### src/rtl/rip_pkg.sv
// ----------------------------------------------------------------------------
// rip_pkg: shared types and constants of the range image projector
// Item and result records, status codes, state encodings, CORDIC angle table.
// ----------------------------------------------------------------------------
package rip_pkg;

   localparam int COORD_W = 24;
   localparam int RANGE_W = 24;
   localparam int INTEN_W = 16;
   localparam int RING_W  = 8;
   localparam int INDEX_W = 15;
   localparam int DATA_W  = RANGE_W + 3 * COORD_W + INTEN_W;

   localparam int CORDIC_W = 48;
   localparam int ANG_W    = 35;
   localparam int T_W      = 48;
   localparam logic [4:0] CORDIC_LAST = 5'd29;
   localparam logic [4:0] ROOT_LAST   = 5'd25;
   localparam logic [4:0] REM_STEPS   = 5'd8;

   localparam logic KIND_PROJECT = 1'b0;
   localparam logic KIND_DRAIN   = 1'b1;

   localparam logic [1:0] CSR_MIN_RANGE = 2'd0;
   localparam logic [1:0] CSR_MAX_RANGE = 2'd1;
   localparam logic [1:0] CSR_DOWNSAMPLE = 2'd2;

   typedef enum logic [2:0] {
      ST_STORED  = 3'd0,
      ST_RANGE   = 3'd1,
      ST_RING    = 3'd2,
      ST_DOWNS   = 3'd3,
      ST_COLUMN  = 3'd4,
      ST_DUP     = 3'd5,
      ST_EXTRACT = 3'd6,
      ST_DONE    = 3'd7
   } rip_status_type;

   typedef struct packed {
      logic                       kind;
      logic signed [COORD_W-1:0]  x;
      logic signed [COORD_W-1:0]  y;
      logic signed [COORD_W-1:0]  z;
      logic [INTEN_W-1:0]         intensity;
      logic [RING_W-1:0]          ring;
      logic [RANGE_W-1:0]         range;
      rip_status_type             status;
   } rip_item_type;

   typedef struct packed {
      rip_status_type             status;
      logic [3:0]                 row;
      logic [9:0]                 column;
      logic [RANGE_W-1:0]         range;
      logic [COORD_W-1:0]         out_x;
      logic [COORD_W-1:0]         out_y;
      logic [COORD_W-1:0]         out_z;
      logic [INTEN_W-1:0]         out_intensity;
      logic [INDEX_W-1:0]         out_index;
      logic [INDEX_W-1:0]         ring_start_index;
      logic                       last;
   } rip_result_type;

   typedef enum logic [1:0] {
      FR_IDLE,
      FR_SQUARE,
      FR_ROOT,
      FR_EMIT
   } rip_front_state_type;

   typedef enum logic [3:0] {
      BK_CLEAR,
      BK_IDLE,
      BK_ROTATE,
      BK_CORDIC,
      BK_SCALE,
      BK_COLUMN,
      BK_LOOKUP,
      BK_CHECK,
      BK_SCAN,
      BK_SCAN_CHK,
      BK_SEND
   } rip_back_state_type;

   // atan(2^-i) in 2^-32 turn
   function automatic logic [29:0] ang_step(input logic [4:0] idx);
      logic [29:0] v;
      case (idx)
         5'd0:  v = 30'd536870912;
         5'd1:  v = 30'd316933406;
         5'd2:  v = 30'd167458907;
         5'd3:  v = 30'd85004756;
         5'd4:  v = 30'd42667331;
         5'd5:  v = 30'd21354465;
         5'd6:  v = 30'd10679838;
         5'd7:  v = 30'd5340245;
         5'd8:  v = 30'd2670163;
         5'd9:  v = 30'd1335087;
         5'd10: v = 30'd667544;
         5'd11: v = 30'd333772;
         5'd12: v = 30'd166886;
         5'd13: v = 30'd83443;
         5'd14: v = 30'd41722;
         5'd15: v = 30'd20861;
         5'd16: v = 30'd10430;
         5'd17: v = 30'd5215;
         5'd18: v = 30'd2608;
         5'd19: v = 30'd1304;
         5'd20: v = 30'd652;
         5'd21: v = 30'd326;
         5'd22: v = 30'd163;
         5'd23: v = 30'd81;
         5'd24: v = 30'd41;
         5'd25: v = 30'd20;
         5'd26: v = 30'd10;
         5'd27: v = 30'd5;
         5'd28: v = 30'd3;
         5'd29: v = 30'd1;
         default: v = 30'd0;
      endcase
      return v;
   endfunction

endpackage

### src/rtl/rip_front.sv
// ----------------------------------------------------------------------------
// rip_front: intake and classification
// Squares and sums the coordinates, takes the integer root one bit a beat,
// works out ring mod rate, then tags the beat with its reject status.
// ----------------------------------------------------------------------------
module rip_front
   import rip_pkg::*;
#(
   parameter int ROWS = 16
) (
   input  logic                      clock,
   input  logic                      reset,
   input  logic                      req_valid,
   output logic                      req_ready,
   input  logic                      req_kind,
   input  logic signed [COORD_W-1:0] req_x,
   input  logic signed [COORD_W-1:0] req_y,
   input  logic signed [COORD_W-1:0] req_z,
   input  logic [INTEN_W-1:0]        req_intensity,
   input  logic [RING_W-1:0]         req_ring,
   input  logic [RANGE_W-1:0]        min_range,
   input  logic [RANGE_W-1:0]        max_range,
   input  logic [4:0]                downsample_rate,
   output logic                      push_valid,
   output rip_item_type              push_item,
   input  logic                      queue_full
);

   localparam logic [8:0] ROWS_LIM = 9'(ROWS);

   rip_front_state_type state_ff, state_in;

   logic                      kind_ff, kind_in;
   logic signed [COORD_W-1:0] x_ff, x_in, y_ff, y_in, z_ff, z_in;
   logic [INTEN_W-1:0]        inten_ff, inten_in;
   logic [RING_W-1:0]         ring_ff, ring_in;
   logic [1:0]                cnt_ff, cnt_in;
   logic [47:0]               prod_ff, prod_in;
   logic [49:0]               acc_ff, acc_in;
   logic [50:0]               s_ff, s_in, root_ff, root_in, bit_ff, bit_in;
   logic [4:0]                it_ff, it_in;
   logic [4:0]                rem_ff, rem_in;

   logic signed [COORD_W-1:0] sel_coord;
   logic [COORD_W-1:0]        sel_abs;
   logic [50:0]               root_try;
   logic [4:0]                divisor;
   logic [5:0]                rem_shift;
   logic [RANGE_W-1:0]        range_val;

   always_ff @(posedge clock) begin
      if (reset) begin
         state_ff <= FR_IDLE;
      end else begin
         state_ff <= state_in;
      end
   end

   always_ff @(posedge clock) begin
      kind_ff  <= kind_in;
      x_ff     <= x_in;
      y_ff     <= y_in;
      z_ff     <= z_in;
      inten_ff <= inten_in;
      ring_ff  <= ring_in;
      cnt_ff   <= cnt_in;
      prod_ff  <= prod_in;
      acc_ff   <= acc_in;
      s_ff     <= s_in;
      root_ff  <= root_in;
      bit_ff   <= bit_in;
      it_ff    <= it_in;
      rem_ff   <= rem_in;
   end

   // next state
   always_comb begin
      state_in = state_ff;
      case (state_ff)
         FR_IDLE: begin
            if (req_valid) begin
               state_in = (req_kind == KIND_DRAIN) ? FR_EMIT : FR_SQUARE;
            end
         end
         FR_SQUARE: begin
            if (cnt_ff == 2'd3) begin
               state_in = FR_ROOT;
            end
         end
         FR_ROOT: begin
            if (it_ff == ROOT_LAST) begin
               state_in = FR_EMIT;
            end
         end
         FR_EMIT: begin
            if (!queue_full) begin
               state_in = FR_IDLE;
            end
         end
         default: state_in = FR_IDLE;
      endcase
   end

   // datapath
   always_comb begin
      kind_in  = kind_ff;
      x_in     = x_ff;
      y_in     = y_ff;
      z_in     = z_ff;
      inten_in = inten_ff;
      ring_in  = ring_ff;
      cnt_in   = cnt_ff;
      prod_in  = prod_ff;
      acc_in   = acc_ff;
      s_in     = s_ff;
      root_in  = root_ff;
      bit_in   = bit_ff;
      it_in    = it_ff;
      rem_in   = rem_ff;

      case (cnt_ff)
         2'd0:    sel_coord = x_ff;
         2'd1:    sel_coord = y_ff;
         default: sel_coord = z_ff;
      endcase
      sel_abs   = sel_coord[COORD_W-1] ? (~sel_coord + 1'b1) : sel_coord;
      root_try  = root_ff + bit_ff;
      divisor   = (downsample_rate == 5'd0) ? 5'd1 : downsample_rate;
      rem_shift = {rem_ff, ring_ff[3'd7 - it_ff[2:0]]};

      case (state_ff)
         FR_IDLE: begin
            if (req_valid) begin
               kind_in  = req_kind;
               x_in     = req_x;
               y_in     = req_y;
               z_in     = req_z;
               inten_in = req_intensity;
               ring_in  = req_ring;
               cnt_in   = 2'd0;
            end
         end
         FR_SQUARE: begin
            prod_in = 48'(sel_abs) * 48'(sel_abs);
            cnt_in  = cnt_ff + 2'd1;
            case (cnt_ff)
               2'd0:    acc_in = '0;
               2'd3: begin
                  s_in    = 51'(acc_ff) + 51'(prod_ff);
                  root_in = '0;
                  bit_in  = 51'(1) << 50;
                  it_in   = 5'd0;
                  rem_in  = 5'd0;
               end
               default: acc_in = acc_ff + 50'(prod_ff);
            endcase
         end
         FR_ROOT: begin
            if (s_ff >= root_try) begin
               s_in    = s_ff - root_try;
               root_in = (root_ff >> 1) + bit_ff;
            end else begin
               root_in = root_ff >> 1;
            end
            bit_in = bit_ff >> 2;
            it_in  = it_ff + 5'd1;
            // ring mod rate, restoring, MSB first
            if (it_ff < REM_STEPS) begin
               rem_in = (rem_shift >= {1'b0, divisor}) ?
                        5'(rem_shift - {1'b0, divisor}) : 5'(rem_shift);
            end
         end
         default: begin
         end
      endcase
   end

   // outputs
   always_comb begin
      range_val  = root_ff[RANGE_W-1:0];
      req_ready  = (state_ff == FR_IDLE);
      push_valid = (state_ff == FR_EMIT);

      push_item.kind      = kind_ff;
      push_item.x         = x_ff;
      push_item.y         = y_ff;
      push_item.z         = z_ff;
      push_item.intensity = inten_ff;
      push_item.ring      = ring_ff;
      push_item.range     = range_val;

      if (kind_ff == KIND_DRAIN) begin
         push_item.status = ST_STORED;
      end else if (range_val < min_range || range_val > max_range) begin
         push_item.status = ST_RANGE;
      end else if ({1'b0, ring_ff} >= ROWS_LIM) begin
         push_item.status = ST_RING;
      end else if (rem_ff != 5'd0) begin
         push_item.status = ST_DOWNS;
      end else begin
         push_item.status = ST_STORED;
      end
   end

endmodule

### config.mk
export PLATFORM = sky130hd
export DESIGN_NAME = rip_front
export DESIGN_NICKNAME = d
export VERILOG_FILES = /design/src/rtl/rip_pkg.sv /design/src/rtl/rip_front.sv
export SDC_FILE = /design/constraint.sdc
export NUM_CORES = 2
export LEC_CHECK = 0
export ABC_AREA = 1
export BUFFER_PORTS_ARGS = -buffer_cell sky130_fd_sc_hd__buf_2
export CORE_ASPECT_RATIO = 0.5
export CORE_MARGIN = 8
export CORE_UTILIZATION = 43
export CTS_BUF_LIST = sky130_fd_sc_hd__clkbuf_8
export DETAILED_ROUTE_END_ITERATION = 7
export PLACE_DENSITY = 0.62
export SLEW_MARGIN = 0
export SYNTH_ARGS = -nofsm -noshare
export SYNTH_HDL_FRONTEND = slang
export SYNTH_SLANG_ARGS = --single-unit
### constraint.sdc
create_clock -name clock -period 9.05 [get_ports clock]
set_clock_uncertainty 0.15 [all_clocks]
set_input_delay 0.905 -clock clock [delete_from_list [all_inputs] [get_ports clock]]
set_output_delay 0.905 -clock clock [all_outputs]
set_load 0.02 [all_outputs]
Word-level counts from Yosys, hierarchy flattened. Cells that the tools add are included.

Bits of input ports: 154. Register bits: 362. Logic and storage cells: 92. Output and inout port bits: 126.

Bitwise gates (word level): 2. Muxes and demuxes: 31. Equal/unequal tests: 12. $mul: 1. Magnitude comparators: 7. Reductions and logical operators: 14. Add/sub/neg operators: 10.

Operators by type and width (count): $pmux W51 S2 (3); $mux W51 (5); $pmux W50 S2 (1); $add A50 B48 Y51 (1); $add A50 B51 Y51 (1); $add A51 B51 Y51 (1); $ge A51 B51 Y1 (1); $sub A51 B51 Y51 (1); $add A50 B48 Y50 (1); $mul A24 B24 Y48 (1); $pmux W24 S2 (1); $add A24 B1 Y24 const B (1); $gt A24 B24 Y1 (1); $lt A24 B24 Y1 (1); $mux W24 (1); $not A24 Y24 (1); $mux W5 (4); $pmux W5 S2 (2); $mux W2 (8); $ne A2 B2 Y1 const B (6); $ge A8 B5 Y1 const B (1); $pmux W2 S4 (1); $reduce_and A2 Y1 (4); $eq A2 B2 Y1 const B (3); 21 further kinds (26).

Longest topological paths before layout.
Depth after elaboration: 7. Mapped depth: 45.

Worst setup path before layout. Ideal clock, no wire load.

Kind: register -> register. Start: reg state_ff[1]. End: reg s_ff[0], enable pin. Period minus slack after synthesis: 8916 ps. Cell stages (with the launch flop): 8. Library setup time: 485 ps. Arrival: 8280 ps. Data required time: 8415 ps. Setup slack: 134 ps. Cells stage by stage: dfxtp_1 inv_1 ha_1 inv_1 nor2_1 a21oi_1 nand2_1 inv_1.

Cells in the longest elaborated chain, start to end: 3. Elaborated cells on any way between the ends: 6. Classes of those cells: 4 x eq/ne; 2 x reduce/logical.

Ends and longest elaborated chain: from (decl) (line rip_front.sv:31) `rip_front_state_type state_ff, state_in;`; from (signal assigned) (line rip_front.sv:55) `state_ff <= state_in;`; $eq A2 B2 Y1 / $eq A2 B1 Y1 (equally long branches) (line rip_front.sv:131) `case (state_ff)`; $ne A2 B2 Y1 (no source line) / $reduce_bool A2 Y1 (equally long branches); $reduce_and A3 Y1 (no source line) *; to (signal assigned) (line rip_front.sv:69) `s_ff <= s_in;`; to (decl) (line rip_front.sv:40) `logic [50:0] s_ff, s_in, root_ff, root_in, bit_ff, bit_in;`.

Every way passes the cells marked *; elsewhere a longest branch is shown, timed or not. A chain may end at the register's enable or synchronous reset.

Worst setup path in the final report.
Start: reg cnt_ff[0]. End: reg prod_ff[30], data pin.

Cells in the longest elaborated chain, start to end: 6. Elaborated cells on any way between the ends: 7. Classes of those cells: 1 x add/sub; 1 x mul; 1 x eq/ne; 2 x mux; 1 x bitwise; 1 x reduce/logical.

Ends and longest elaborated chain: from (decl) (line rip_front.sv:37) `logic [1:0] cnt_ff, cnt_in;`; from (signal assigned) (line rip_front.sv:66) `cnt_ff <= cnt_in;`; $eq A2 B1 Y1 / $logic_not A2 Y1 (equally long branches) (line rip_front.sv:121) `case (cnt_ff)`; $pmux W24 S2 * (line rip_front.sv:121); $not A24 Y24 (line rip_front.sv:126) `sel_abs = sel_coord[COORD_W-1] ? (~sel_coord + 1'b1) : sel_coord;`; $add A24 B1 Y24 (line rip_front.sv:126); $mux W24 * (line rip_front.sv:126); $mul A24 B24 Y48 * (line rip_front.sv:144) `prod_in = 48'(sel_abs) * 48'(sel_abs);`; to (signal assigned) (line rip_front.sv:67) `prod_ff <= prod_in;`; to (decl) (line rip_front.sv:38) `logic [47:0] prod_ff, prod_in;`.

Marks and branches as above.

==> impl_summary.txt <==
----------------------------------------------------
[STA]
  Total count of hold-check failures in the final report ... 0
  Highest attainable clock frequency ... 0.1164 GHz
  Number of setup violations in the final report ... 0
  Worst-margin pin slew ... 953.2 ps
  Min cycle time layout ... 8593 ps
  RSZ-0062 raised after global routing ... no
  Total negative setup slack ... 0 ps
  Final critical-path share of the clock period ... 0.9495
  Max Slew Vio Count ... 0
  Max transition margin ... 0.3645

[Setup path]
  Critical path launch point type ... flop
  Critical path's most frequent cell ... nand2_1
  CP Data Arrival Time ... 8890 ps
  Crit-path slowest cell ... fa_1
  Biggest cell delay along the critical path ... 570 ps
  Reg-to-reg critical path startpoint ... cnt_ff[0]
  Count of cells along the worst register-to-register path ... 35
  Worst Setup EP ... prod_ff[30]
  Register-to-Register Setup Slack ... 460 ps
  Worst Path Class, Setup ... reg2reg
  Launch point of the critical path ... cnt_ff[0]
  Type of element capturing the critical path ... flop
  Crit Path Max Fanout ... 24
  Req. time, crit path ... 9350 ps
  Reg2Reg Capture Point ... prod_ff[30]

[Clocking]
  Total of hold buffers inserted after clock tree synthesis ... 0
  Cell at the root of the clock tree ... clkbuf_8
  Number of H-tree levels ... 2
  Clock tree buffer depth ... 3
  TritonCTS Buffers ... 59
  Clock latency on the worst-skew pair ... 720 ps
  CTS tree ... yes
  Clock sink count ... 336
  Clock slew at reported path FFs ... 70 ps

[Synth]
  Mean area per synthesized cell ... 7.411 um2
  Most repeated cell in the gate-level netlist after synthesis ... nand2_1
  Syn Std Cell Area ... 45,550 um2
  Ys Warns ... 0
  Dominant cells by area after synthesis ... edfxtp_1, fa_1, nand2_1
  Top cell type's share of synthesized area ... 0.2202
  Number of distinct library cell variants in the gate-level netlist after synthesis ... 63
  Flip-flop and latch count after synthesis ... 336
  Post-synth top flop ... edfxtp_1
  FFs w/ async S/R, synth ... 0
  Sequential-to-total area share from yosys stat ... 0.2211
  Dominant cell type by area after synthesis ... edfxtp_1
  Gate count of the mapped netlist ... 6,147
  Number of synthesized flops with an enable pin ... 334
  Most frequent cells after synthesis ... nand2_1, inv_1, nor2_1, fa_1, ha_1

[Placement]
  IO buf count ... 278
  Placed wire-length estimate ... 131,400 um
  Routability cong. ... 1.016

[Floorplanning]
  Die Ht ... 246.2 um
  Overall die width ... 476.3 um
  Core outline area ... 105,100 um2
  Effective utilization at floorplan ... 0.4334
  Area of the die ... 117,200 um2
  Total I/O pin count ... 280
  Number of placement rows ... 84

[Routing]
  Met2 Wirelength ... 71,230 um
  Avg WL per Cell ... 19.79 um
  Number of routed nets with antenna violations ... 0
  Final WL ... 156,700 um
  Total vias in the final route ... 41,918
  Met3 Routed Length ... 11,310 um
  Number of detailed-routing iterations run before antenna repair ... 8
  Highest metal layer used by the detailed router ... met4
  Iter 0 DRT Violations ... 3,967
  Met1 layer wirelength in the final routing ... 68,750 um
  Vias per std cell ... 5.291
  Drc violations ... 6

[Final layout]
  Layout fillers ... 10,720
  Final layout net count ... 7,417
  Share of cells above drive strength 1 ... 0.08124
  Layout area overhead ... 9.621%

[GRT]
  Initial antenna violation count ... 6
  Wire length of the first global-routing pass ... 242,800 um
  Via count of the first global-routing pass ... 41,897
  Maximum number of pins on one net before global-route repair ... 69
  Overflow left after global routing ... 0
  GRT Resource Usage Total ... 0.2620

[Status]
  Result of the run ... finished, violations left
  Violations in the final reports ... DRC

[Min path]
  Type of the tightest min-delay check ... in2reg

[Job]
  Count of maximum capacitance violations ... 0

----------------------------------------------------
worst min-delay path by stage:
stage,startpoint,endpoint,slack (ps),depth (start not counted)
after floorplan,state_ff[1],state_ff[1],350,2
after global placement,bit_ff[46],bit_ff[44],430,2
after detailed placement,state_ff[1],state_ff[1],430,2
after CTS,req_z[3],z_ff[3],160,1
after global routing,req_x[21],x_ff[21],180,1
final,req_y[17],y_ff[17],230,1
worst max-delay path: cells and delay by family (launching register included):
family,cells,cell delay (ps)
fa+ha+maj,10,4410
compound gates,6,1230
simple gates,11,1220
buf+inv,7,740
flops,1,440
xor+xnor,1,140
per-stage QoR:
| step | hold WS, ps | instances | area [um2] | utilization | worst slack (ps) |
|---|---|---|---|---|---|
| 2_1_floorplan | 348.5 | 6163 | 45610 | - | 134.5 |
| 3_3_place_gp | 428.2 | 7811 | 48660 | 0.4629 | 347.2 |
| 3_5_place_dp | 426.4 | 7811 | 48660 | 0.4629 | 351.0 |
| 4_1_cts | 158.6 | 7918 | 49870 | 0.4745 | 322.1 |
| 5_1_grt | 177.9 | 7922 | 49940 | 0.4751 | 11.03 |
| 6_report | 225.7 | 7922 | 49940 | 0.4751 | 456.7 |
flip-flops by register name, summed over array words and instances (netlist names):
register  cells
kind_ff       1
state_ff      2
inten_ff     16
root_ff      51
s_ff         51
prod_ff      47
y_ff         24
rem_ff        5
ring_ff       8
x_ff         24
z_ff         24
it_ff         5
cnt_ff        2
acc_ff       50
bit_ff       26
final cells by class:
cell class              count  area [um2]  area share
multi-input cells        4475       30330      0.6074
flip-flops and latches    336       10070      0.2016
inverters                1241        4666     0.09343
repair buffers            340        1873     0.03751
well taps                1419        1775     0.03555
clock buffers              59       812.0     0.01626
clock inverters            48       400.4    0.008018
diodes                      4       10.01   0.0002004
cells in the final DEF, fill, tap and decap left out, types with 11 or more instances in the layout:
| cell | Yosys | final |
|---|---|---|
| buf_2 | 32 | 278 |
| edfxtp_1 | 334 | 334 |
| conb_1 | 2 | 18 |
| clkbuf_8 | 0 | 59 |
| nand3b_1 | 12 | 12 |
| buf_4 | 33 | 60 |
| or2_2 | 11 | 11 |
| inv_2 | 19 | 20 |
| o21bai_1 | 39 | 39 |
| nor4_1 | 17 | 16 |
| nor2_1 | 698 | 695 |
| nand2_1 | 1495 | 1494 |
| inv_1 | 1220 | 1223 |
| fa_1 | 428 | 428 |
| a21o_1 | 24 | 24 |
| xor2_1 | 99 | 98 |
| a21oi_1 | 306 | 303 |
| clkinv_1 | 1 | 16 |
| nand4_1 | 105 | 105 |
| o21ai_0 | 285 | 283 |
| nor3_1 | 45 | 45 |
| nor2_2 | 11 | 13 |
| clkinv_2 | 0 | 15 |
| nand3_1 | 328 | 328 |
| nand2_2 | 14 | 15 |
| xnor2_1 | 56 | 56 |
| a31oi_1 | 16 | 16 |
| ha_1 | 382 | 377 |
cells by family (layout without fill, tap and decap cells):
logic type / count (synthesis) / after routing / share of synthesized area
fa+ha+maj: 810 / 810 / 0.2930
xor+xnor: 157 / 157 / 0.03052
compound gates: 726 / 726 / 0.08773
flops: 336 / 336 / 0.2211
other cells: 2 / 22 / 0.0001649
simple gates: 2764 / 2764 / 0.2512
buf+inv: 1352 / 1688 / 0.1164
timing repair:
item	4_1_cts	5_1_grt
setup buffers	0	0
setup endpoints to repair	0	17
resized for setup	0	17
per-layer routing:
layer,global-route usage,vias to the layer above
li1,-,20022
met1,0.3558,19979
met2,0.4378,1593
met3,0.03205,324
met4,0.08490,0
met5,0,-
Power is left out: the tool's default activity adds up to more than one toggle a clock period on the data nets, which glitch-free logic cannot reach.
