## config.mk

```make
export PLATFORM = sky130hd
export DESIGN_NAME = rip_queue
export DESIGN_NICKNAME = d
export VERILOG_FILES = /design/src/rtl/rip_pkg.sv /design/src/rtl/rip_queue.sv
export SDC_FILE = /design/constraint.sdc
export NUM_CORES = 1
export LEC_CHECK = 0
export BUFFER_PORTS_ARGS = -buffer_cell sky130_fd_sc_hd__buf_2
export CORE_ASPECT_RATIO = 0.75
export CORE_MARGIN = 1.5
export CORE_UTILIZATION = 55
export CTS_CLUSTER_SIZE = 20
export DETAILED_ROUTE_END_ITERATION = 8
export PLACE_DENSITY = 0.83
export SYNTH_ARGS = -nofsm -noshare
export SYNTH_HDL_FRONTEND = slang
export SYNTH_SLANG_ARGS = --single-unit
```

## constraint.sdc

```tcl
create_clock -name clock -period 7.51 [get_ports clock]
set_input_delay 0.3755 -clock clock [delete_from_list [all_inputs] [get_ports clock]]
set_output_delay 0.3755 -clock clock [all_outputs]
set_load 0.02 [all_outputs]
```

## src/rtl/rip_pkg.sv

```systemverilog
// ----------------------------------------------------------------------------
// rip_pkg: shared types and constants of the range image projector
// Item and result records, status codes, state encodings, CORDIC angle table.
// ----------------------------------------------------------------------------
package rip_pkg;

   localparam int COORD_W = 24;
   localparam int RANGE_W = 24;
   localparam int INTEN_W = 16;
   localparam int RING_W  = 8;
   localparam int INDEX_W = 15;
   localparam int DATA_W  = RANGE_W + 3 * COORD_W + INTEN_W;

   localparam int CORDIC_W = 48;
   localparam int ANG_W    = 35;
   localparam int T_W      = 48;
   localparam logic [4:0] CORDIC_LAST = 5'd29;
   localparam logic [4:0] ROOT_LAST   = 5'd25;
   localparam logic [4:0] REM_STEPS   = 5'd8;

   localparam logic KIND_PROJECT = 1'b0;
   localparam logic KIND_DRAIN   = 1'b1;

   localparam logic [1:0] CSR_MIN_RANGE = 2'd0;
   localparam logic [1:0] CSR_MAX_RANGE = 2'd1;
   localparam logic [1:0] CSR_DOWNSAMPLE = 2'd2;

   typedef enum logic [2:0] {
      ST_STORED  = 3'd0,
      ST_RANGE   = 3'd1,
      ST_RING    = 3'd2,
      ST_DOWNS   = 3'd3,
      ST_COLUMN  = 3'd4,
      ST_DUP     = 3'd5,
      ST_EXTRACT = 3'd6,
      ST_DONE    = 3'd7
   } rip_status_type;

   typedef struct packed {
      logic                       kind;
      logic signed [COORD_W-1:0]  x;
      logic signed [COORD_W-1:0]  y;
      logic signed [COORD_W-1:0]  z;
      logic [INTEN_W-1:0]         intensity;
      logic [RING_W-1:0]          ring;
      logic [RANGE_W-1:0]         range;
      rip_status_type             status;
   } rip_item_type;

   typedef struct packed {
      rip_status_type             status;
      logic [3:0]                 row;
      logic [9:0]                 column;
      logic [RANGE_W-1:0]         range;
      logic [COORD_W-1:0]         out_x;
      logic [COORD_W-1:0]         out_y;
      logic [COORD_W-1:0]         out_z;
      logic [INTEN_W-1:0]         out_intensity;
      logic [INDEX_W-1:0]         out_index;
      logic [INDEX_W-1:0]         ring_start_index;
      logic                       last;
   } rip_result_type;

   typedef enum logic [1:0] {
      FR_IDLE,
      FR_SQUARE,
      FR_ROOT,
      FR_EMIT
   } rip_front_state_type;

   typedef enum logic [3:0] {
      BK_CLEAR,
      BK_IDLE,
      BK_ROTATE,
      BK_CORDIC,
      BK_SCALE,
      BK_COLUMN,
      BK_LOOKUP,
      BK_CHECK,
      BK_SCAN,
      BK_SCAN_CHK,
      BK_SEND
   } rip_back_state_type;

   // atan(2^-i) in 2^-32 turn
   function automatic logic [29:0] ang_step(input logic [4:0] idx);
      logic [29:0] v;
      case (idx)
         5'd0:  v = 30'd536870912;
         5'd1:  v = 30'd316933406;
         5'd2:  v = 30'd167458907;
         5'd3:  v = 30'd85004756;
         5'd4:  v = 30'd42667331;
         5'd5:  v = 30'd21354465;
         5'd6:  v = 30'd10679838;
         5'd7:  v = 30'd5340245;
         5'd8:  v = 30'd2670163;
         5'd9:  v = 30'd1335087;
         5'd10: v = 30'd667544;
         5'd11: v = 30'd333772;
         5'd12: v = 30'd166886;
         5'd13: v = 30'd83443;
         5'd14: v = 30'd41722;
         5'd15: v = 30'd20861;
         5'd16: v = 30'd10430;
         5'd17: v = 30'd5215;
         5'd18: v = 30'd2608;
         5'd19: v = 30'd1304;
         5'd20: v = 30'd652;
         5'd21: v = 30'd326;
         5'd22: v = 30'd163;
         5'd23: v = 30'd81;
         5'd24: v = 30'd41;
         5'd25: v = 30'd20;
         5'd26: v = 30'd10;
         5'd27: v = 30'd5;
         5'd28: v = 30'd3;
         5'd29: v = 30'd1;
         default: v = 30'd0;
      endcase
      return v;
   endfunction

endpackage

```

## src/rtl/rip_queue.sv

```systemverilog
// ----------------------------------------------------------------------------
// rip_queue: two-entry queue between intake and back end
// Lets the front classify the next point while the back end works.
// ----------------------------------------------------------------------------
module rip_queue
   import rip_pkg::*;
(
   input  logic         clock,
   input  logic         reset,
   input  logic         push_valid,
   input  rip_item_type push_item,
   output logic         full,
   input  logic         pop,
   output logic         empty,
   output rip_item_type head
);

   rip_item_type entry_ff [2];
   logic         wr_ptr_ff, wr_ptr_in;
   logic         rd_ptr_ff, rd_ptr_in;
   logic [1:0]   count_ff, count_in;
   logic         do_push, do_pop;

   always_ff @(posedge clock) begin
      if (reset) begin
         wr_ptr_ff <= 1'b0;
         rd_ptr_ff <= 1'b0;
         count_ff  <= 2'd0;
      end else begin
         wr_ptr_ff <= wr_ptr_in;
         rd_ptr_ff <= rd_ptr_in;
         count_ff  <= count_in;
      end
   end

   always_ff @(posedge clock) begin
      if (do_push) begin
         entry_ff[wr_ptr_ff] <= push_item;
      end
   end

   always_comb begin
      full      = (count_ff == 2'd2);
      empty     = (count_ff == 2'd0);
      do_push   = push_valid && !full;
      do_pop    = pop && !empty;
      wr_ptr_in = wr_ptr_ff ^ do_push;
      rd_ptr_in = rd_ptr_ff ^ do_pop;
      count_in  = count_ff + 2'(do_push) - 2'(do_pop);
      head      = entry_ff[rd_ptr_ff];
   end

endmodule

```

# Word-level counts from Yosys, hierarchy flattened
# Memories as Yosys holds them, arrays and structs flattened. A register that Yosys moved wholly into a read port is not among the register bits.
# Index checks and enable logic that the tools add are counted.
[totals]
regBits = 4
ram_bits = 248
input_bits = 128
output_inout_bits = 126
elab_cells = 17
n_memories = 1
[mem_list]
columns = ["name", "depth", "word_bits", "rd", "rd_clocked_by_memory_dff", "wr", "line_no", "text"]
rows = [
  ["entry_ff", 2, 124, 1, 1, 1, "rip_queue.sv:18", "rip_item_type entry_ff [2];"],
]
[op_classes]
add_sub_neg = 2
eq_ne = 1
n_mux = 3
bitwise_logic = 2
reduce_logical = 5
[ops]
columns = ["cell", "n"]
rows = [
  ["1-bit 2-to-1 mux", 3],
  ["2-bit by 1-bit adder with 2-bit output", 1],
  ["2-bit == test (second input constant)", 1],
  ["1-bit logical AND", 2],
  ["1-bit zero test", 2],
  ["2-bit zero test", 1],
  ["2-bit by 1-bit subtractor with 2-bit output", 1],
  ["1-bit bitwise XOR", 2],
]

# Longest topological paths before layout
# Gate-level depths: netlist of run 1.
[depth]
word_depth = 5
depth_mapped = 7
mapped_depth_nobuf = 7

# Least setup slack after synthesis of run 1
# Ideal clock, no wire load.
[synth_timing]
kind = "register to register"
startpoint = "register count_ff[0]"
endpoint = "memory entry_ff[1][0] (netlist name), enable pin"
setup_ps = 498
arrival_ps = 3538
required_time_ps = 7012
slack_ps = 3474
path_stages_with_launch = 4
path_buffers = 0
synth_period_minus_slack_ps = 4036
path_cell_list = "dfxtp_1 > nand2b_1 > and2_1 > ha_1"
[synth_via]
elab_chain_cells = 5
[synth_rtl]
columns = ["item", "line_no", "text"]
rows = [
  ["start, declared", "rip_queue.sv:21", "logic [1:0] count_ff, count_in;"],
  ["start signal, assigned", "rip_queue.sv:32", "count_ff <= count_in;"],
  ["2-bit == test", "rip_queue.sv:43", "full = (count_ff == 2'd2);"],
  ["1-bit zero test", "rip_queue.sv:45", "do_push = push_valid && !full;"],
  ["1-bit logical AND", "rip_queue.sv:45", ""],
  ["1-bit 2-to-1 mux", "rip_queue.sv:37", "if (do_push) begin"],
  ["1-bit 2-to-1 mux (implied by the code)", "rip_queue.sv:38", "entry_ff[wr_ptr_ff] <= push_item;"],
  ["end, declared", "rip_queue.sv:18", ""],
]
# Every way passes these cells.

==> qor.csv, run 1 <==
stage,metric,value,unit
synth,Syn. warnings,0,
critical_path,crit end category,primary output,
sta,fin. max-slew vios,0,
critical_path,max incr delay on CP,0.86,ns
critical_path,reg2reg end,entry_ff[1][113],
run,maxcap violations,0,
global_route,Overall Global Routing Usage,19.2,%
critical_path,Worst EP required,7.13,ns
critical_path,CP Class,reg2out,
placed_design,port bufs,253,
sta,Tightest Pin Transition,0.910,ns
synth,simple-gate area share of the yosys netlist,0.477,%
final_layout,register area,7530,µm²
critical_path,"Max stage delay cell, worst path",dfxtp_4,
synth,top-count cell post-synth,edfxtp_1,
die,Initial Utilization,56.8,%
detailed_routing,vias per inst,5.24,
synth,largest family of logic cells by synthesized area,multiplexers,
global_route,largest net degree at the start of global routing,65,
hold_path,hold crit path type,in2reg,
final_layout,final core utilization,70.8,%
die,I/O pin count,254,
global_route,initial antenna violation count,2,
sta,Fin. Hold Viols,0,
final_layout,# nets final,809,
clocking,CTS buffer count,24,
clocking,clock sink count,252,
hold_path,hold depth,1,
sta,fmax,314,MHz
clocking,cts repair resizes,0,
synth,Cells after Synth,409,
synth,Mapped Nets,541,
clocking,clk slew on worst S/H paths,0.06,ns
placed_design,DP Cell Count,861,
detailed_routing,Routed wire per std cell,18.9,µm
detailed_routing,initial drt markers,254,
critical_path,"Arr. time, crit path",2.81,ns
die,row count,40,
sta,setup total negative slack,0,ns
global_route,total grt overflow,0,
die,die area,17500,µm²
global_route,first-pass GRT wire length,25800,µm
pwr,VDD IR max,0.000216,V
synth,multiplexer area fraction after synthesis,15.3,%
synth,most common flop cell mapped by yosys,edfxtp_1,
sta,relative slew slack,39.3,%
final_layout,"Design Area, Final",11400,µm²
critical_path,reg2reg path depth,4,
outcome,status,"complete, no violations",
detailed_routing,drt first pass iters,4,
synth,fraction of the mapped netlist area in adder cells,0.545,%
global_route,number of global-route vias before repair,4898,
placed_design,Final HPWL DP,11300,µm
pwr,PD cells,352,nW/µm²
die,Die H,115,µm
final_layout,multi-input combinational cell area,1560,µm²
synth,fraction of registers with async set/reset,0,%
hold_path,Hold Path End,entry_ff[1][45],
detailed_routing,Remaining DRCs,0,
detailed_routing,final WL,17100,µm
placed_design,global placer's final weighted congestion,0.734,
critical_path,FF-to-FF setup slack,4.80,ns
synth,synthesized area,9180,µm²
hold_path,min-delay src,push_item[45],
critical_path,Reg-to-Reg Start,count_ff[0],
final_layout,Antenna diodes,0,
sta,RSZ-0062 raised after global routing,no,
final_layout,share of cells above drive strength 1,59.9,%
critical_path,CP Cell Sequence,buf_4 > mux2_2 > buf_2,
pwr,leak pwr,4.29,nW
clocking,CTS Buffer Depth,3,
clocking,H-tree Lvls,1,
clocking,clock latency on the worst-skew pair,0.49,ns
synth,Mean Syn Cell Area,22.4,µm²
critical_path,"Max FO, Critical Path",64,
clocking,root buf cell,clkbuf_16,
final_layout,area grow syn2layout,24.7,%
synth,Synth area leader,edfxtp_1,
placed_design,Post-Place Cell Area,10700,µm²
synth,Synth Area in Compound Gates,0.0818,%
synth,post-synth cell types,14,
synth,Synth Area in XOR/XNOR,0.245,%
synth,number of flops mapped to enable cells by yosys,248,
synth,area fraction of the dominant cell type after synthesis,81.1,%
sta,Period minus WS final,3.19,ns
critical_path,startpoint types,register,
synth,synth top area cells,"edfxtp_1 81%, mux2_2 15%, dfxtp_1 0.87%, buf_6 0.74%, ha_1 0.55%",
die,CORE AREA,16200,µm²
detailed_routing,total number of vias,4740,
sta,Max Clock Skew,0.00840,ns
clocking,hold_buf cts,0,
synth,#FFs+latches synth,252,
clocking,CTS tree,built,
clocking,postcts setup bufs,0,
final_layout,Post-Layout Cell Count,905,
detailed_routing,remaining antenna violation count,0,
synth,sequential cell area fraction in the yosys report,82.0,%
sta,Final Setup Violations,0,
die,die span in x,152,µm
sta,final cycle utilization of the critical path,42.5,%
synth,Synth top cells by count,"248 x edfxtp_1, 125 x mux2_2, 8 x buf_2",
final_layout,Fillers,1001,
==> critical path, delay by kind of cell, from the launching register on <==
kind     cells  cell delay (ns)
flops        1             0.86
buf+inv      2             0.93
mux          1             0.44
==> flip-flops by register name, indices dropped and copies added, names as in the netlist <==
name / cells
entry_ff: 248
count_ff: 2
rd_ptr_ff: 1
wr_ptr_ff: 1
==> how the worst max path moves through the flow <==
| stage | start | end | depth (start not counted) | slack, ns |
|---|---|---|---|---|
| 5_1_grt | rd_ptr_ff | head[104] | 3 | 4.13 |
| 2_1_floorplan | count_ff[0] | entry_ff[1][0] | 3 | 3.47 |
| 4_1_cts | rd_ptr_ff | head[104] | 3 | 4.24 |
| 3_3_place_gp | rd_ptr_ff | head[104] | 3 | 4.82 |
| 3_5_place_dp | count_ff[0] | entry_ff[1][62] | 4 | 4.77 |
| 6_report | rd_ptr_ff | head[106] | 3 | 4.32 |
==> area by class of cell <==
type	instances	share of cell area, %
multi-input cells	140	13.6
clock inverters	14	1.28
inverters	3	0.0984
flip-flops and latches	252	65.8
repair buffers	256	11.3
well taps	210	2.30
clock buffers	30	5.63
==> power breakdown <==
group | internal [mW] | switching [mW] | leakage (nW)
Combinational | 0.384 | 0.581 | 1.55
Clock | 0.713 | 0.475 | 0.385
Sequential | 1.79 | 0.0821 | 2.35
Total | 2.88 | 1.14 | 4.29
==> cells in the final DEF (no fill, tap or decap), types with 2 or more instances in the layout <==
cell type / instances
dfxtp_1: 3
ha_1: 2
clkbuf_16: 25
bufinv_16: 3
ha_4: 2
nor2b_1: 2
buf_2: 253
inv_1: 3
mux2_2: 125
buf_4: 3
edfxtp_1: 248
nor2_1: 4
clkinv_2: 2
clkinv_1: 7
clkbuf_1: 5
==> routing by layer <==
metal  vias up  GRT usage, %  wire (µm)
li1       2161             -          -
met1      2335          24.3       6780
met2       221          32.8       8500
met3        21          6.29       1610
met4         2          4.27        226
met5         -             0         13
==> per-stage QoR <==
stage / worst slack [ns] / hold WS, ns / power [mW]
floorplan: 3.47 / 0.442 / 2.57
global placement: 4.82 / 0.563 / 2.84
detailed placement: 4.77 / 0.567 / 2.87
CTS: 4.24 / 0.0432 / 4.06
global route: 4.13 / 0.0427 / 4.18
finish: 4.32 / 0.0657 / 4.02
==> kinds of logic (layout without fill, tap and decap cells) <==
group	count (synthesis)	in the layout
buf+inv	17	303
simple gates	9	9
flops	252	252
mux	125	125
compound gates	1	1
fa+ha+maj	4	4
xor+xnor	1	1
(Power assumes the default switching activity.)
==> run 2: changes to the inputs <==
CORE_UTILIZATION = 52   (was 55)
PLACE_DENSITY = 0.79   (was 0.83)
clock period = 3.24 ns   (was 7.51 ns; I/O delays follow)
==> run 2 against run 1 <==
  * Total power rose by 140%
  * Core utilization is 4.2 points higher
  * Non-clock buffer count grew 128
  * Flip-flop and latch count stayed put
  * Clock power is 130% higher
  * Clock skew decreased by 0.0016 ns
  * Critical path type unchanged
  * Highest routed layer is now met4
==> qor.csv, run 2 (synthesis gave the netlist of run 1 again) <==
stage,metric,value,unit,change
outcome,status,"complete, no violations",,unchanged
detailed_routing,wl on met1,7840,µm,was 6780 µm
pwr,VDD IR max,0.000575,V,was 0.000216 V
global_route,largest net degree at the start of global routing,64,,was 65
clocking,hold_buf cts,125,,was 0
clocking,clock latency on the worst-skew pair,0.50,ns,was 0.49 ns
final_layout,"commonest non-fill, non-tap cells in the layout","253 x buf_2, 248 x edfxtp_1, 125 x mux2_2, 125 x dlygate4sd3_1, 25 x clkbuf_16",,"was 253 x buf_2, 248 x edfxtp_1, 125 x mux2_2"
sta,Tightest Pin Transition,0.598,ns,was 0.910 ns
detailed_routing,Max Used Layer,met4,,was met5
pwr,Reg power frac,45.3,%,was 46.5%
sta,setup total negative slack,0,ns,unchanged
critical_path,CP Cell Sequence,buf_4 > mux2_2 > buf_2,,unchanged
global_route,total grt overflow,0,,unchanged
pwr,total design power,9.50,mW,was 4.02 mW
detailed_routing,total number of vias,5334,,was 4740
clocking,CTS buffer count,24,,unchanged
placed_design,Final HPWL DP,11300,µm,about the same
pwr,Sw Pwr,2.76,mW,was 1.14 mW
clocking,clock sink count,252,,unchanged
sta,Max Clock Skew,0.00681,ns,was 0.00840 ns
critical_path,CP Class,reg2out,,unchanged
clocking,clk slew on worst S/H paths,0.06,ns,about the same
pwr,Comb power frac,26.2,%,was 24.0%
sta,hold_ws,0.0687,ns,was 0.0657 ns
die,row count,41,,was 40
final_layout,# nets final,937,,was 809
final_layout,share of cells above drive strength 1,51.4,%,was 59.9%
die,CORE AREA,17000,µm²,was 16200 µm²
final_layout,Antenna diodes,0,,unchanged
final_layout,leading registers by flop count,"entry_ff: 248 flops, count_ff: 2 flops",,unchanged
sta,fmax,416,MHz,
placed_design,global placer's final weighted congestion,0.762,,was 0.734
pwr,switch share,29.1,%,was 28.3%
critical_path,"Max stage delay cell, worst path",dfxtp_4,,unchanged
placed_design,pre-CTS setup slack,1.17,ns,was 4.77 ns
detailed_routing,vias per inst,5.05,,was 5.24
sta,Period minus WS final,2.40,ns,
global_route,Overall Global Routing Usage,22.2,%,was 19.2%
die,die area,18500,µm²,was 17500 µm²
clocking,CTS Buffer Depth,3,,unchanged
die,I/O pin count,254,,unchanged
final_layout,Fillers,972,,was 1001
sta,fin. max-slew vios,0,,unchanged
global_route,first-pass GRT wire length,30900,µm,was 25800 µm
final_layout,number of flip-flops in the largest register,248,,unchanged
critical_path,max incr delay on CP,0.71,ns,was 0.86 ns
detailed_routing,initial drt markers,326,,was 254
run,maxcap violations,0,,unchanged
final_layout,area grow syn2layout,39.2,%,was 24.7%
critical_path,Worst EP required,3.08,ns,was 7.13 ns
pwr,PD cells,744,nW/µm²,was 352 nW/µm²
detailed_routing,DR WL met2,10600,µm,was 8500 µm
detailed_routing,met3 routed WL,1620,µm,was 1610 µm
detailed_routing,final WL,20600,µm,was 17100 µm
critical_path,startpoint types,register,,unchanged
sta,fin worst setup slack,0.837,ns,was 4.32 ns
clocking,H-tree Lvls,1,,unchanged
critical_path,"Arr. time, crit path",2.24,ns,was 2.81 ns
detailed_routing,Remaining DRCs,0,,unchanged
clocking,cts repair resizes,0,,unchanged
final_layout,Largest Register,entry_ff,,unchanged
sta,final cycle utilization of the critical path,74.2,%,
sta,RSZ-0062 raised after global routing,no,,unchanged
final_layout,final core utilization,75.0,%,was 70.8%
detailed_routing,Routed wire per std cell,19.5,µm,was 18.9 µm
critical_path,crit end category,primary output,,unchanged
critical_path,Reg-to-Reg Start,count_ff[0],,unchanged
clocking,CTS tree,built,,unchanged
die,Initial Utilization,53.9,%,was 56.8%
die,die span in x,156,µm,was 152 µm
pwr,Clock Power Share,28.4,%,was 29.5%
placed_design,port bufs,253,,unchanged
critical_path,"Max FO, Critical Path",40,,was 64
global_route,initial antenna violation count,0,,was 2
global_route,number of global-route vias before repair,5715,,was 4898
hold_path,hold crit path type,in2reg,,unchanged
sta,Fin. Hold Viols,0,,unchanged
sta,Final Setup Violations,0,,unchanged
detailed_routing,remaining antenna violation count,0,,unchanged
critical_path,start point of the critical path,rd_ptr_ff,,unchanged
die,Die H,118,µm,was 115 µm
sta,relative slew slack,60.1,%,was 39.3%
hold_path,min-delay src,pop,,was push_item[45]
detailed_routing,drt first pass iters,4,,unchanged
clocking,postcts setup bufs,0,,unchanged
pwr,leak pwr,4.83,nW,was 4.29 nW
clocking,root buf cell,clkbuf_16,,unchanged
pwr,P_int,6.74,mW,was 2.88 mW
final_layout,"leading cell type in the layout, fill and taps excluded",buf_2,,unchanged
## run 2: worst max-delay path, delay by kind of cell, from the launching register on
| family | cells | cell delay (ns) |
|---|---|---|
| buf+inv | 2 | 0.61 |
| flops | 1 | 0.71 |
| mux | 1 | 0.40 |
## run 2: worst paths after layout
| check | slack, ns | depth (start not counted) | end |
|---|---|---|---|
| hold / removal | 0.07 | 3 | rd_ptr_ff |
| hold reg to reg | 0.63 | 3 | wr_ptr_ff |
| setup / recovery | 0.84 | 3 | head[47] |
| setup reg to reg | 1.17 | 4 | entry_ff[1][60] |
## run 2: power groups by stage
stage          logic [mW]  clock network (mW)  registers, mW
5_1_grt              2.63                2.87           4.35
2_1_floorplan        1.63                   0           4.33
3_3_place_gp         2.30                   0           4.33
6_report             2.49                2.70           4.31
3_5_place_dp         2.34                   0           4.37
4_1_cts              2.47                2.73           4.30
## run 2: area by class of cell
class                           count  area, µm²  share of cell area (%)
Multi-Input combinational cell    140       1560                    12.2
Timing Repair Buffer              384       2630                    20.6
Tap cell                          236        295                    2.31
Clock buffer                       31        648                    5.07
Sequential cell                   252       7530                    59.0
Inverter                            3       11.3                  0.0882
Clock inverter                     11        106                   0.833
## run 2: through the flow
step                      instance area (µm²)  instances
after detailed placement                10800        890
after global routing                    12800       1057
after floorplan                          9180        409
after CTS                               12800       1057
final                                   12800       1057
after global placement                  10800        890
## run 2: routing by layer
| metal | track usage (%) | vias up |
|---|---|---|
| met1 | 26.3 | 2632 |
| met4 | 6.07 | 0 |
| met5 | 0 | - |
| met3 | 6.15 | 38 |
| met2 | 39.4 | 242 |
| li1 | - | 2422 |
